==> src/hw/rtl/etcd_pkg.sv <==
// ----------------------------------------------------------------------------
// etcd_pkg
// Shared types, constants and helpers for the ETC1 block pixel decoder.
// ----------------------------------------------------------------------------
package etcd_pkg;

    localparam int QUEUE_DEPTH_DEFAULT = 2;

    localparam int ADDR_W = 3;
    localparam int DATA_W = 32;

    localparam logic ADDR_ALPHA_MODE = 1'b0;

    localparam logic [7:0] MOD_SMALL [8] = '{8'd2, 8'd5, 8'd9, 8'd13,
                                              8'd18, 8'd24, 8'd33, 8'd47};
    localparam logic [7:0] MOD_LARGE [8] = '{8'd8, 8'd17, 8'd29, 8'd42,
                                              8'd60, 8'd80, 8'd106, 8'd183};

    typedef struct packed {
        logic [2:0][7:0] base0;
        logic [2:0][7:0] base1;
        logic            flip;
        logic [2:0]      tbl0;
        logic [2:0]      tbl1;
        logic [15:0]     sel_lo;
        logic [15:0]     sel_hi;
        logic [63:0]     alpha;
    } desc_t;

    typedef struct packed {
        logic  valid;
        desc_t desc;
    } desc_push_t;

    typedef struct packed {
        logic full;
        logic empty;
    } q_stat_t;

    function automatic logic signed [8:0] mod_offset(input logic [2:0] tbl,
                                                     input logic [1:0] sel);
        logic [8:0] mag;
        mag = sel[0] ? {1'b0, MOD_LARGE[tbl]} : {1'b0, MOD_SMALL[tbl]};
        return sel[1] ? signed'(-mag) : signed'(mag);
    endfunction

endpackage

==> src/hw/rtl/etcd_intf.sv <==
// ----------------------------------------------------------------------------
// etcd_intf
// Valid/ready channels: compressed block in, decoded pixel out.
// ----------------------------------------------------------------------------
interface etcd_blk_if;
    logic        valid;
    logic        ready;
    logic [63:0] color_block;
    logic [63:0] alpha_block;

    modport source (output valid, output color_block, output alpha_block, input ready);
    modport sink   (input valid, input color_block, input alpha_block, output ready);
endinterface

interface etcd_pix_if;
    logic       valid;
    logic       ready;
    logic [1:0] pixel_x;
    logic [1:0] pixel_y;
    logic [7:0] red;
    logic [7:0] green;
    logic [7:0] blue;
    logic [7:0] opacity;
    logic       last_pixel;

    modport source (output valid, output pixel_x, output pixel_y, output red,
                    output green, output blue, output opacity, output last_pixel,
                    input ready);
    modport sink   (input valid, input pixel_x, input pixel_y, input red,
                    input green, input blue, input opacity, input last_pixel,
                    output ready);
endinterface

==> src/hw/rtl/etc1_block_pixel_decoder.sv <==
// ----------------------------------------------------------------------------
// etc1_block_pixel_decoder
// ETC1 4x4 block decoder with optional explicit 4-bit alpha, one pixel a cycle while pix is ready.
//
//   channel | dir | payload                          | transfer per
//   blk     | in  | color_block, alpha_block         | block
//   pix     | out | pixel_x/y, rgb, opacity, last    | pixel (16 per block)
//   apb     | in  | alpha_mode at byte address 0     | register write
//
// The pixel counter in the back end walks the sixteen pixels of a block; a block
// is written into the queue, and its first pixel then into the output register.
// Reset clears the queue, counter, output valid and alpha_mode.
// A stalled pix channel holds its pixel; blocks keep entering until the
// queue is full.
// ----------------------------------------------------------------------------
module etc1_block_pixel_decoder
    import etcd_pkg::*;
#(
    parameter int QUEUE_DEPTH = QUEUE_DEPTH_DEFAULT
)
(
    input  logic              clk,
    input  logic              rst_n,
    input  logic              psel,
    input  logic              penable,
    input  logic              pwrite,
    input  logic [ADDR_W-1:0] paddr,
    input  logic [DATA_W-1:0] pwdata,
    output logic [DATA_W-1:0] prdata,
    output logic              pready,
    etcd_blk_if.sink          blk,
    etcd_pix_if.source        pix
);

    logic       alpha_mode_reg, alpha_mode_next;
    logic       cfg_wr;
    desc_push_t push;
    q_stat_t    q_stat;
    desc_t      head;
    logic       pop;

    assign pready = 1'b1;
    assign cfg_wr = psel && penable && pwrite && pready;
    assign prdata = (paddr[2] == ADDR_ALPHA_MODE) ? {{(DATA_W-1){1'b0}}, alpha_mode_reg}
                                                  : '0;
    assign alpha_mode_next = (cfg_wr && paddr[2] == ADDR_ALPHA_MODE) ? pwdata[0]
                                                                      : alpha_mode_reg;

    always_ff @(posedge clk or negedge rst_n)
    begin
        if (!rst_n)
            alpha_mode_reg <= 1'b0;
        else
            alpha_mode_reg <= alpha_mode_next;
    end

    etcd_front u_front
    (
        .blk    (blk),
        .q_stat (q_stat),
        .push   (push)
    );

    etcd_queue #(.DEPTH(QUEUE_DEPTH)) u_queue
    (
        .clk    (clk),
        .rst_n  (rst_n),
        .push   (push),
        .pop    (pop),
        .q_stat (q_stat),
        .head   (head)
    );

    etcd_back u_back
    (
        .clk        (clk),
        .rst_n      (rst_n),
        .alpha_mode (alpha_mode_reg),
        .q_stat     (q_stat),
        .head       (head),
        .pop        (pop),
        .pix        (pix)
    );

    a_last_corner: assert property (@(posedge clk) disable iff (!rst_n)
        pix.valid && pix.last_pixel |-> pix.pixel_x == 2'd3 && pix.pixel_y == 2'd3)
        else $error("last pixel not at bottom-right corner");

    a_opaque: assert property (@(posedge clk) disable iff (!rst_n)
        pix.valid && !alpha_mode_reg |-> pix.opacity == 8'hff)
        else $error("opacity not 255 in opaque mode");

    a_no_gap: assert property (@(posedge clk) disable iff (!rst_n)
        pix.valid && pix.ready && !pix.last_pixel |=> pix.valid)
        else $error("gap inside a block's pixel run");

endmodule

==> src/hw/rtl/etcd_front.sv <==
// ----------------------------------------------------------------------------
// etcd_front
// Accepts a block, decodes base colours and mode bits into a descriptor.
// ----------------------------------------------------------------------------
module etcd_front
    import etcd_pkg::*;
(
    etcd_blk_if.sink   blk,
    input  q_stat_t    q_stat,
    output desc_push_t push
);

    logic [63:0] cw;
    logic        diff;
    logic [4:0]  b5    [3];
    logic [2:0]  d3    [3];
    logic [5:0]  sum6  [3];
    logic [4:0]  c5    [3];
    logic [3:0]  ia    [3];
    logic [3:0]  ib    [3];

    assign cw        = blk.color_block;
    assign diff      = cw[33];
    assign blk.ready = !q_stat.full;

    always_comb
    begin
        push.valid       = blk.valid && !q_stat.full;
        push.desc.flip   = cw[32];
        push.desc.tbl0   = cw[39:37];
        push.desc.tbl1   = cw[36:34];
        push.desc.sel_lo = cw[15:0];
        push.desc.sel_hi = cw[31:16];
        push.desc.alpha  = blk.alpha_block;
        for (int ch = 0; ch < 3; ch++)
        begin
            b5[ch]   = cw[63 - 8 * ch -: 5];
            d3[ch]   = cw[58 - 8 * ch -: 3];
            ia[ch]   = cw[63 - 8 * ch -: 4];
            ib[ch]   = cw[59 - 8 * ch -: 4];
            sum6[ch] = {1'b0, b5[ch]} + {{3{d3[ch][2]}}, d3[ch]};
            // bit 5 set: below 0 for a negative delta, above 31 for a positive one
            if (sum6[ch][5])
                c5[ch] = d3[ch][2] ? 5'd0 : 5'd31;
            else
                c5[ch] = sum6[ch][4:0];
            if (diff)
            begin
                push.desc.base0[ch] = {b5[ch], b5[ch][4:2]};
                push.desc.base1[ch] = {c5[ch], c5[ch][4:2]};
            end
            else
            begin
                push.desc.base0[ch] = {ia[ch], ia[ch]};
                push.desc.base1[ch] = {ib[ch], ib[ch]};
            end
        end
    end

endmodule

==> src/hw/rtl/etcd_queue.sv <==
// ----------------------------------------------------------------------------
// etcd_queue
// Short descriptor queue between front and back.
// ----------------------------------------------------------------------------
module etcd_queue
    import etcd_pkg::*;
#(
    parameter int DEPTH = QUEUE_DEPTH_DEFAULT
)
(
    input  logic       clk,
    input  logic       rst_n,
    input  desc_push_t push,
    input  logic       pop,
    output q_stat_t    q_stat,
    output desc_t      head
);

    localparam int PTR_W = $clog2(DEPTH);
    localparam int CNT_W = $clog2(DEPTH + 1);
    localparam logic [PTR_W-1:0] LAST_PTR = PTR_W'(DEPTH - 1);
    localparam logic [CNT_W-1:0] FULL_CNT = CNT_W'(DEPTH);

    desc_t            mem_reg [DEPTH];
    logic [PTR_W-1:0] wr_ptr_reg, wr_ptr_next;
    logic [PTR_W-1:0] rd_ptr_reg, rd_ptr_next;
    logic [CNT_W-1:0] count_reg, count_next;
    logic             do_push, do_pop;

    assign q_stat.full  = (count_reg == FULL_CNT);
    assign q_stat.empty = (count_reg == '0);
    assign head         = mem_reg[rd_ptr_reg];
    assign do_push      = push.valid && !q_stat.full;
    assign do_pop       = pop && !q_stat.empty;

    always_comb
    begin
        wr_ptr_next = wr_ptr_reg;
        rd_ptr_next = rd_ptr_reg;
        count_next  = count_reg;
        if (do_push)
            wr_ptr_next = (wr_ptr_reg == LAST_PTR) ? '0 : wr_ptr_reg + 1'b1;
        if (do_pop)
            rd_ptr_next = (rd_ptr_reg == LAST_PTR) ? '0 : rd_ptr_reg + 1'b1;
        if (do_push && !do_pop)
            count_next = count_reg + 1'b1;
        else if (do_pop && !do_push)
            count_next = count_reg - 1'b1;
    end

    always_ff @(posedge clk or negedge rst_n)
    begin
        if (!rst_n)
        begin
            wr_ptr_reg <= '0;
            rd_ptr_reg <= '0;
            count_reg  <= '0;
        end
        else
        begin
            wr_ptr_reg <= wr_ptr_next;
            rd_ptr_reg <= rd_ptr_next;
            count_reg  <= count_next;
        end
    end

    always_ff @(posedge clk)
    begin
        if (do_push)
            mem_reg[wr_ptr_reg] <= push.desc;
    end

endmodule

==> src/hw/rtl/etcd_back.sv <==
// ----------------------------------------------------------------------------
// etcd_back
// Walks the sixteen pixels of the head descriptor into the output register.
// ----------------------------------------------------------------------------
module etcd_back
    import etcd_pkg::*;
(
    input  logic        clk,
    input  logic        rst_n,
    input  logic        alpha_mode,
    input  q_stat_t     q_stat,
    input  desc_t       head,
    output logic        pop,
    etcd_pix_if.source  pix
);

    logic [3:0]        pix_reg, pix_next;
    logic              valid_reg, valid_next;
    logic              advance, load;
    logic [1:0]        px, py;
    logic [3:0]        bit_idx;
    logic              half;
    logic [2:0]        tbl;
    logic [1:0]        sel;
    logic signed [8:0] off;
    logic [3:0]        nib;
    logic signed [9:0] sum  [3];
    logic [7:0]        chan [3];
    logic [7:0]        base;

    logic [1:0] x_reg, y_reg;
    logic [7:0] r_reg, g_reg, b_reg, a_reg;
    logic       last_reg;

    assign px      = pix_reg[1:0];
    assign py      = pix_reg[3:2];
    assign bit_idx = {px, py};
    assign half    = head.flip ? py[1] : px[1];
    assign tbl     = half ? head.tbl1 : head.tbl0;
    assign sel     = {head.sel_hi[bit_idx], head.sel_lo[bit_idx]};
    assign off     = mod_offset(tbl, sel);
    assign nib     = head.alpha[{bit_idx, 2'b00} +: 4];

    always_comb
    begin
        base = '0;
        for (int ch = 0; ch < 3; ch++)
        begin
            base     = half ? head.base1[ch] : head.base0[ch];
            sum[ch]  = signed'({2'b00, base}) + 10'(off);
            if (sum[ch] < 0)
                chan[ch] = 8'd0;
            else if (sum[ch] > 10'sd255)
                chan[ch] = 8'd255;
            else
                chan[ch] = sum[ch][7:0];
        end
    end

    assign advance    = !valid_reg || pix.ready;
    assign load       = advance && !q_stat.empty;
    assign pop        = load && (pix_reg == 4'hf);
    assign valid_next = advance ? !q_stat.empty : valid_reg;
    assign pix_next   = load ? pix_reg + 1'b1 : pix_reg;

    always_ff @(posedge clk or negedge rst_n)
    begin
        if (!rst_n)
        begin
            valid_reg <= 1'b0;
            pix_reg   <= '0;
        end
        else
        begin
            valid_reg <= valid_next;
            pix_reg   <= pix_next;
        end
    end

    always_ff @(posedge clk)
    begin
        if (load)
        begin
            x_reg    <= px;
            y_reg    <= py;
            r_reg    <= chan[0];
            g_reg    <= chan[1];
            b_reg    <= chan[2];
            a_reg    <= alpha_mode ? {nib, nib} : 8'hff;
            last_reg <= (pix_reg == 4'hf);
        end
    end

    assign pix.valid      = valid_reg;
    assign pix.pixel_x    = x_reg;
    assign pix.pixel_y    = y_reg;
    assign pix.red        = r_reg;
    assign pix.green      = g_reg;
    assign pix.blue       = b_reg;
    assign pix.opacity    = a_reg;
    assign pix.last_pixel = last_reg;

endmodule

==> src/flat_wrapper.sv <==
// flat-port wrapper written by rule: the top's interface ports become plain ports
module etc1_block_pixel_decoder_flat import etcd_pkg::*;
#(
    parameter int QUEUE_DEPTH = QUEUE_DEPTH_DEFAULT
)
  (clk, rst_n, psel, penable, pwrite, paddr, pwdata, prdata, pready, blk_valid, blk_color_block, blk_alpha_block, blk_ready, pix_valid, pix_pixel_x, pix_pixel_y, pix_red, pix_green, pix_blue, pix_opacity, pix_last_pixel, pix_ready);
  etcd_blk_if blk_i ();
  etcd_pix_if pix_i ();
  input  logic clk;
  input  logic rst_n;
  input  logic psel;
  input  logic penable;
  input  logic pwrite;
  input  logic [ADDR_W-1:0] paddr;
  input  logic [DATA_W-1:0] pwdata;
  output logic [DATA_W-1:0] prdata;
  output logic pready;
  input wire logic [$bits(blk_i.valid)-1:0] blk_valid;
  input wire logic [$bits(blk_i.color_block)-1:0] blk_color_block;
  input wire logic [$bits(blk_i.alpha_block)-1:0] blk_alpha_block;
  output wire logic [$bits(blk_i.ready)-1:0] blk_ready;
  output wire logic [$bits(pix_i.valid)-1:0] pix_valid;
  output wire logic [$bits(pix_i.pixel_x)-1:0] pix_pixel_x;
  output wire logic [$bits(pix_i.pixel_y)-1:0] pix_pixel_y;
  output wire logic [$bits(pix_i.red)-1:0] pix_red;
  output wire logic [$bits(pix_i.green)-1:0] pix_green;
  output wire logic [$bits(pix_i.blue)-1:0] pix_blue;
  output wire logic [$bits(pix_i.opacity)-1:0] pix_opacity;
  output wire logic [$bits(pix_i.last_pixel)-1:0] pix_last_pixel;
  input wire logic [$bits(pix_i.ready)-1:0] pix_ready;
  assign blk_i.valid = blk_valid;
  assign blk_i.color_block = blk_color_block;
  assign blk_i.alpha_block = blk_alpha_block;
  assign blk_ready = blk_i.ready;
  assign pix_valid = pix_i.valid;
  assign pix_pixel_x = pix_i.pixel_x;
  assign pix_pixel_y = pix_i.pixel_y;
  assign pix_red = pix_i.red;
  assign pix_green = pix_i.green;
  assign pix_blue = pix_i.blue;
  assign pix_opacity = pix_i.opacity;
  assign pix_last_pixel = pix_i.last_pixel;
  assign pix_i.ready = pix_ready;
  etc1_block_pixel_decoder #(.QUEUE_DEPTH(QUEUE_DEPTH)) u_core (.clk(clk), .rst_n(rst_n), .psel(psel), .penable(penable), .pwrite(pwrite), .paddr(paddr), .pwdata(pwdata), .prdata(prdata), .pready(pready), .blk(blk_i), .pix(pix_i));
endmodule
==> config.mk <==
export PLATFORM = sky130hd
export DESIGN_NAME = etc1_block_pixel_decoder_flat
export DESIGN_NICKNAME = d
export VERILOG_FILES = /design/src/hw/rtl/etcd_pkg.sv /design/src/hw/rtl/etcd_intf.sv /design/src/hw/rtl/etc1_block_pixel_decoder.sv /design/src/hw/rtl/etcd_front.sv /design/src/hw/rtl/etcd_queue.sv /design/src/hw/rtl/etcd_back.sv /design/src/flat_wrapper.sv
export SDC_FILE = /design/constraint.sdc
export NUM_CORES = 1
export LEC_CHECK = 0
export BUFFER_PORTS_ARGS = -buffer_cell sky130_fd_sc_hd__buf_4
export CAP_MARGIN = 20
export CORE_UTILIZATION = 40
export CTS_CLUSTER_SIZE = 10
export DETAILED_ROUTE_END_ITERATION = 6
export PLACE_DENSITY_LB_ADDON = 0.2
export SLEW_MARGIN = 20
export SYNTH_ARGS = -nofsm -noshare
export SYNTH_HDL_FRONTEND = slang
export SYNTH_SLANG_ARGS = --single-unit
==> constraint.sdc <==
create_clock -name clk -period 9.1 [get_ports clk]
set_input_delay 0.455 -clock clk [delete_from_list [all_inputs] [get_ports clk]]
set_output_delay 0.455 -clock clk [all_outputs]
set_load 0.01 [all_outputs]
Yosys cells after proc, flatten, opt, wreduce, memory -nomap -nowiden
Memory sizes are Yosys's and may differ from the RTL's. Cells that the tools add are included.

Equal/unequal tests: 2. Reduce and logical (&&, ||, !) cells: 18. Mux-type cells: 37. Bitwise gates (word level): 2. Shift operators: 1. Add/subtract/negate cells: 12. Order comparisons: 8.

Operator list (number): 8-bit two-way mux (14); 64-bit by 7-bit variable part select with 4-bit output (1); 9-bit by 9-bit adder with 10-bit output (3); 10-bit by 9-bit greater-than comparator with 1-bit output (second input constant) (3); 10-bit by 1-bit < comparator with 1-bit output (second input constant) (3); 5-bit two-way mux (6); 5-bit by 6-bit adder with 6-bit output (3); 4-bit two-way mux (3); 1-bit logical AND (10); 9-bit two-way mux (1); 8-bit negation with 9-bit output (1); 1-bit binary-select mux with 4-bit select (2); 1-bit two-way mux (8); 1-bit logical NOT (5); 4-bit by 5-bit < comparator with 1-bit output (second input constant) (1); 4-bit by 1-bit adder with 4-bit output (second input constant) (1); 4-bit == test (second input constant) (1); 4-bit greater-or-equal comparator (second input constant) (1); 2-bit two-way mux (2); 3-bit inverter with 4-bit output (1); 3-bit two-way mux (1); 1-bit adder (second input constant) (2); 2-bit by 1-bit adder with 2-bit output (second input constant) (1); 2-bit == test (second input constant) (1); 5 further kinds (5).

Output and inout port bits: 72. Memory bits (writable): 302. Word-level logic and storage cells: 96. Bits of input ports: 170. Flip-flop bits (word level): 47. ROM bits: 128. Memories kept: 3.

Memories: u_core.u_queue.mem_reg (words 2, width 151, rd ports 1, clocked after Yosys merged registers in 0, write ports 1, line etcd_queue.sv:24) `desc_t mem_reg [DEPTH];`; (name not given) (words 8, width 8, rd ports 1, clocked after Yosys merged registers in 0, write ports 0, line etcd_pkg.sv:43) `mag = sel[0] ? {1'b0, MOD_LARGE[tbl]} : {1'b0, MOD_SMALL[tbl]};`; (name not given) (words 8, width 8, rd ports 1, clocked after Yosys merged registers in 0, write ports 0, line etcd_pkg.sv:43).

Depth between registers and ports, before layout
An unclocked memory read counts as a cell.

Depth after elaboration: 13. Depth in mapped cells: 25. Depth with buffers taken out: 23.

Cells and area by module
From an unflattened synthesis, not the netlist that was laid out.

Cells, all modules: 1260. Area total of the unflattened synthesis: 18318.8 um^2.

By module, submodules not included: etcd_queue (seq. area each 9168.8 um^2, cells each 489, times used 1, area each 11413.4 um^2); etcd_back (seq. area each 1116.1 um^2, cells each 440, times used 1, area each 4510.6 um^2); etcd_front (seq. area each 0.0 um^2, cells each 293, times used 1, area each 2093.3 um^2); etc1_block_pixel_decoder (seq. area each 25.0 um^2, cells each 38, times used 1, area each 301.5 um^2).

Worst setup path after synthesis
OpenSTA, ideal clock, no wires.

Path kind: register to register. Start: register u_core.u_queue.count_reg[0]. End: memory u_core.u_queue.mem_reg[0][0] in the netlist's numbering, enable pin. Cell stages (with the launch flop): 4. Period minus slack after synthesis: 7.639 ns. Data arrival time: 6.975 ns. Setup time: 0.663 ns. Required time: 8.437 ns. Slack: 1.461 ns. Buffers on the path: 0. Cells stage by stage: dfrtp_1 > nand2b_1 > nand2_1 > nor2_1.

Word-level cells in the longest chain between the ends: 6.

RTL lines: start: declaration (line etcd_queue.sv:27) `logic [CNT_W-1:0] count_reg, count_next;`; start signal: assignment (line etcd_queue.sv:63) `count_reg <= count_next;`; 2-bit == test (*) (line etcd_queue.sv:30) `assign q_stat.full = (count_reg == FULL_CNT);`; 1-bit logical NOT (*); net blk_ready (line flat_wrapper.sv:21) `output wire logic [$bits(blk_i.ready)-1:0] blk_ready;`; 1-bit logical AND (line etcd_front.sv:28) `push.valid = blk.valid && !q_stat.full;`; 1-bit logical AND (*) (line etcd_queue.sv:33) `assign do_push = push.valid && !q_stat.full;`; 1-bit two-way mux (*) (line etcd_queue.sv:69) `if (do_push)`; 1-bit two-way mux (implied by the code) (*) (line etcd_queue.sv:70) `mem_reg[wr_ptr_reg] <= push.desc;`; end: declaration (line etcd_queue.sv:24).

The timed path passes the listed nets; every way through them passes the cells marked *.

Worst setup path in the final report
Start: register u_core.u_back.pix_reg[3]. End: register u_core.u_back.b_reg[5], in the netlist u_core.u_back.pix.blue[5], data pin.

Word-level cells in the longest chain between the ends: 12. Elaborated cells between the ends (all ways): 21. Classes of those cells: 2 x add/sub; 2 x order compare; 14 x mux; 1 x bitwise; 2 x memory.

RTL lines: start: declaration (line etcd_back.sv:17) `logic [3:0] pix_reg, pix_next;`; start signal: assignment (line etcd_back.sv:76) `pix_reg <= pix_next;`; 1-bit two-way mux (line etcd_back.sv:38) `assign half = head.flip ? py[1] : px[1];`; 3-bit two-way mux (line etcd_back.sv:39) `assign tbl = half ? head.tbl1 : head.tbl0;`; 3-bit inverter with 4-bit output (implied by the code) (line etcd_pkg.sv:43); memory 8 x 8 bit; 8-bit two-way mux (implied by the code) (2 in series) (line etcd_pkg.sv:43); 8-bit two-way mux (line etcd_pkg.sv:43); 8-bit negation with 9-bit output (line etcd_pkg.sv:44) `return sel[1] ? signed'(-mag) : signed'(mag);`; 9-bit two-way mux (line etcd_pkg.sv:44); 9-bit by 9-bit adder with 10-bit output (*) (line etcd_back.sv:50) `sum[ch] = signed'({2'b00, base}) + 10'(off);`; 10-bit by 9-bit greater-than comparator with 1-bit output (line etcd_back.sv:53) `else if (sum[ch] > 10'sd255)`; 8-bit two-way mux (line etcd_back.sv:53); end signal: assignment (line etcd_back.sv:88) `b_reg <= chan[2];`; end: declaration (line etcd_back.sv:32) `logic [7:0] r_reg, g_reg, b_reg, a_reg;`.

Every way passes the cells marked *; elsewhere a longest branch is shown, timed or not. The select of a mux whose other input is x is not followed. A chain may end at the register's enable or synchronous reset.

==> key figures <==
Drt
  • Vias per cell: roughly 5
  • Drt initial violations: about 450
  • Met3 wire length: 1.94 mm
  • M1 WL: 14.9 mm
  • DR WL/cell: a little under 20 um
  • Vias: between 8000 and 9000
  • First drt pass iteration count: 5
  • DR WL met2: 15.8 mm
  • Final ANT Viol Nets: 0
  • Max Used Layer: met5
  • DRT Wirelength: 33.3 mm
  • Drt drc: 0

STA
  • Tmin final: approximately 6400 ps
  • Setup tns final: 0 ps
  • Relative max-transition margin: a little under a third
  • Max Clk Rate: ~0.16 GHz
  • Transition time of the tightest slew-check pin: roughly 1000 ps
  • Slew Viols, Final: 0
  • RSZ-0062 raised after global routing: false
  • Final Skew: roughly 37 ps
  • Setup-failing EPs final: 0
  • Period utilization: 70.7%
  • Hold Vio Cnt, Final: 0

Synthesis
  • Post-synth top area share: about three fifths
  • Synthesized flop and latch total: approximately 350
  • Post-Synth XOR/XNOR Area: 2.25%
  • Syn_area_per_cell: 16.5 um2
  • Asr flop ratio synth: just under 3%
  • Synth Warn #: 0
  • Sequential cell area fraction in the yosys report: between 60% and 70%
  • Largest area contributor in the netlist: edfxtp_1
  • Post-synth cell types: 85
  • Largest family of logic cells by synthesized area: multiplexers
  • Compound-Gate Fraction of Synth Area: between 7 and 8%
  • Count leader, synth: edfxtp_1
  • Synth top area cells: edfxtp_1 62%, mux4_2 11%, ha_1 3.5%, buf_4 1.8%, a21oi_1 1.6%
  • Mapped cell area: 0.0163 mm2
  • Ys flop type: edfxtp_1
  • Mux cell area share after synthesis: 14.0%
  • EDFF count, synth: between 300 and 400
  • Synth top cells by count: 335 x edfxtp_1, 81 x mux4_2, 53 x nand2_1, 52 x a21oi_1, 45 x ha_1
  • Adder-Cell Fraction of Synth Area: 4.68%
  • Simple-Gate Fraction of Synth Area: between 4 and 5%
  • Cells after synthesis: 990

Global routing
  • Total grt overflow: 0
  • Largest net degree at the start of global routing: 80
  • Gr usage total: 16.6%
  • First-pass GRT wire length: around 52 mm
  • Initial antenna violation count: 4
  • Vias in the first global route: about 9000

Run status
  • Status: completed

Critical path
  • CP endpoint: u_core.u_back.pix.blue[5]
  • Worst Path Required: ~9400 ps
  • R2R depth: 20
  • Critical path data arrival time: about 6700 ps
  • Critical path startpoint: u_core.u_back.pix_reg[3]
  • Worst R2R End: u_core.u_back.pix.blue[5]
  • Startpoint class of the critical path: register
  • Register-to-register setup slack: roughly 2700 ps
  • Crit Path Category: register to register
  • Critical-path maximum fanout: 32
  • CP Capture Type: register
  • Reg-to-reg critical path startpoint: u_core.u_back.pix_reg[3]

Clock tree
  • Worst skew pair latency: about 570 ps
  • Setup Buffers After CTS: 0
  • H-tree depth: 2
  • Resize count post-CTS: 0
  • Clk slew on worst S/H paths: 60 ps
  • Root buffer cell: clkbuf_16
  • # clock sinks: around 350
  • Clock Path Buffers: 3
  • CTS buffer count: 42
  • CTS tree: done

Floorplan
  • Die area: around 0.042 mm2
  • Top-Level Pins: roughly 240
  • Initial Util: 40.8%
  • Die width: just over 200 um
  • Cell Rows: 73
  • Die Span Y: roughly 200 um
  • CORE AREA: 0.0399 mm2

Placement
  • Placer Congestion: 0.814
  • Input/output buffers: between 150 and 200
  • Detailed placement HPWL: 22.7 mm

Cells and area
  • Area grow syn2layout: 18.4%
  • Share of layout cells above drive strength 1: around a third
  • Nets: about 1400
  • Max reg flops: between 300 and 400

Worst hold path
  • Worst Hold Class: input pin to register

Flow run
  • Max Cap Viol: 0
layout by cell type (no fill, tap or decap), drive strengths merged, types with 4 or more instances in the layout:
cell type  count
fa             6
mux4          81
clkinv         6
o31ai          4
a21o          17
ha            45
nand2         53
nor2b          7
conb          32
nand2b        11
nor3           7
mux2          15
o21bai         7
and2           6
inv           47
nand3          6
dfrtp         10
a21oi         53
and3           4
o21ai         31
edfxtp       335
xor2          16
xnor2         25
clkbuf        60
maj3           8
mux2i         25
buf          188
o211ai         6
a211oi         7
a21boi         5
nor2          34
worst min-delay path by stage:
stage | startpoint | to | slack [ps] | cells past startpoint
floorplan | rst_n | u_core.alpha_mode_reg | 160 | 0
global placement | rst_n | u_core.alpha_mode_reg | 300 | 1
CTS | blk_alpha_block[46] | u_core.u_queue.mem_reg[0][46] | 40 | 1
finish | blk_alpha_block[55] | u_core.u_queue.mem_reg[1][55] | 70 | 1
detailed placement | rst_n | u_core.alpha_mode_reg | 300 | 1
global route | blk_alpha_block[7] | u_core.u_queue.mem_reg[0][7] | 30 | 1
worst max-delay path, cell delays in order, from the launching register on:
cell and delay [ps]:
dfrtp_1 650, buf_4 380, mux2i_4 160, buf_4 460
mux2i_1 580, ha_1 490, mux2i_1 200, o221a_2 270
inv_1 50, ha_1 260, mux2i_1 480, inv_1 200
ha_1 340, a21o_1 180, a21o_1 240, or3_1 320
o32a_1 170, nand3_2 100, nor2_2 50, a221oi_4 400
a21oi_1 140
cell families after synthesis:
family | count (synthesis)
DFF | 345
AOI/OAI and AO/OA | 161
and+or+nand+nor | 144
muxes | 121
buffers and inverters | 117
adders and majority gates | 59
xor gates and xnor gates | 41
other | 2
timing repair:
| action | in CTS | in global routing |
|---|---|---|
| hold endpoints to repair | 10 | 0 |
| hold buffers | 1 | 0 |
| endpoints found under the setup margin | 0 | 0 |
cell type report:
cell class	count	area (um2)
diodes	2	5.00
clock buffers	60	1120
clock inverters	9	111
fillers	3464	20600
inverters	45	169
multi-input cells	558	5490
flip-flops and latches	345	10300
well taps	525	657
repair buffers	189	1430
metal layers:
metal	vias to the layer above	GRT usage (%)
met5	-	0
met4	6	4.89
met3	47	4.99
met2	178	26.5
met1	4347	21.7
li1	4199	-
through the flow:
step | instance area [um2] | setup WS, ps | hold slack [ps] | util, % | cells
5_1_grt | 19300 | 2130 | 34.6 | 48.3 | 1731
2_1_floorplan | 16400 | 1460 | 159 | - | 1020
4_1_cts | 19300 | 2520 | 36.2 | 48.3 | 1731
6_report | 19300 | 2670 | 68.2 | 48.3 | 1733
3_5_place_dp | 18000 | 2540 | 300 | 45.2 | 1661
3_3_place_gp | 18000 | 2630 | 299 | 45.2 | 1661
Power is left out: the tool's default activity adds up to more than one toggle a clock period on the data nets, which glitch-free logic cannot reach.
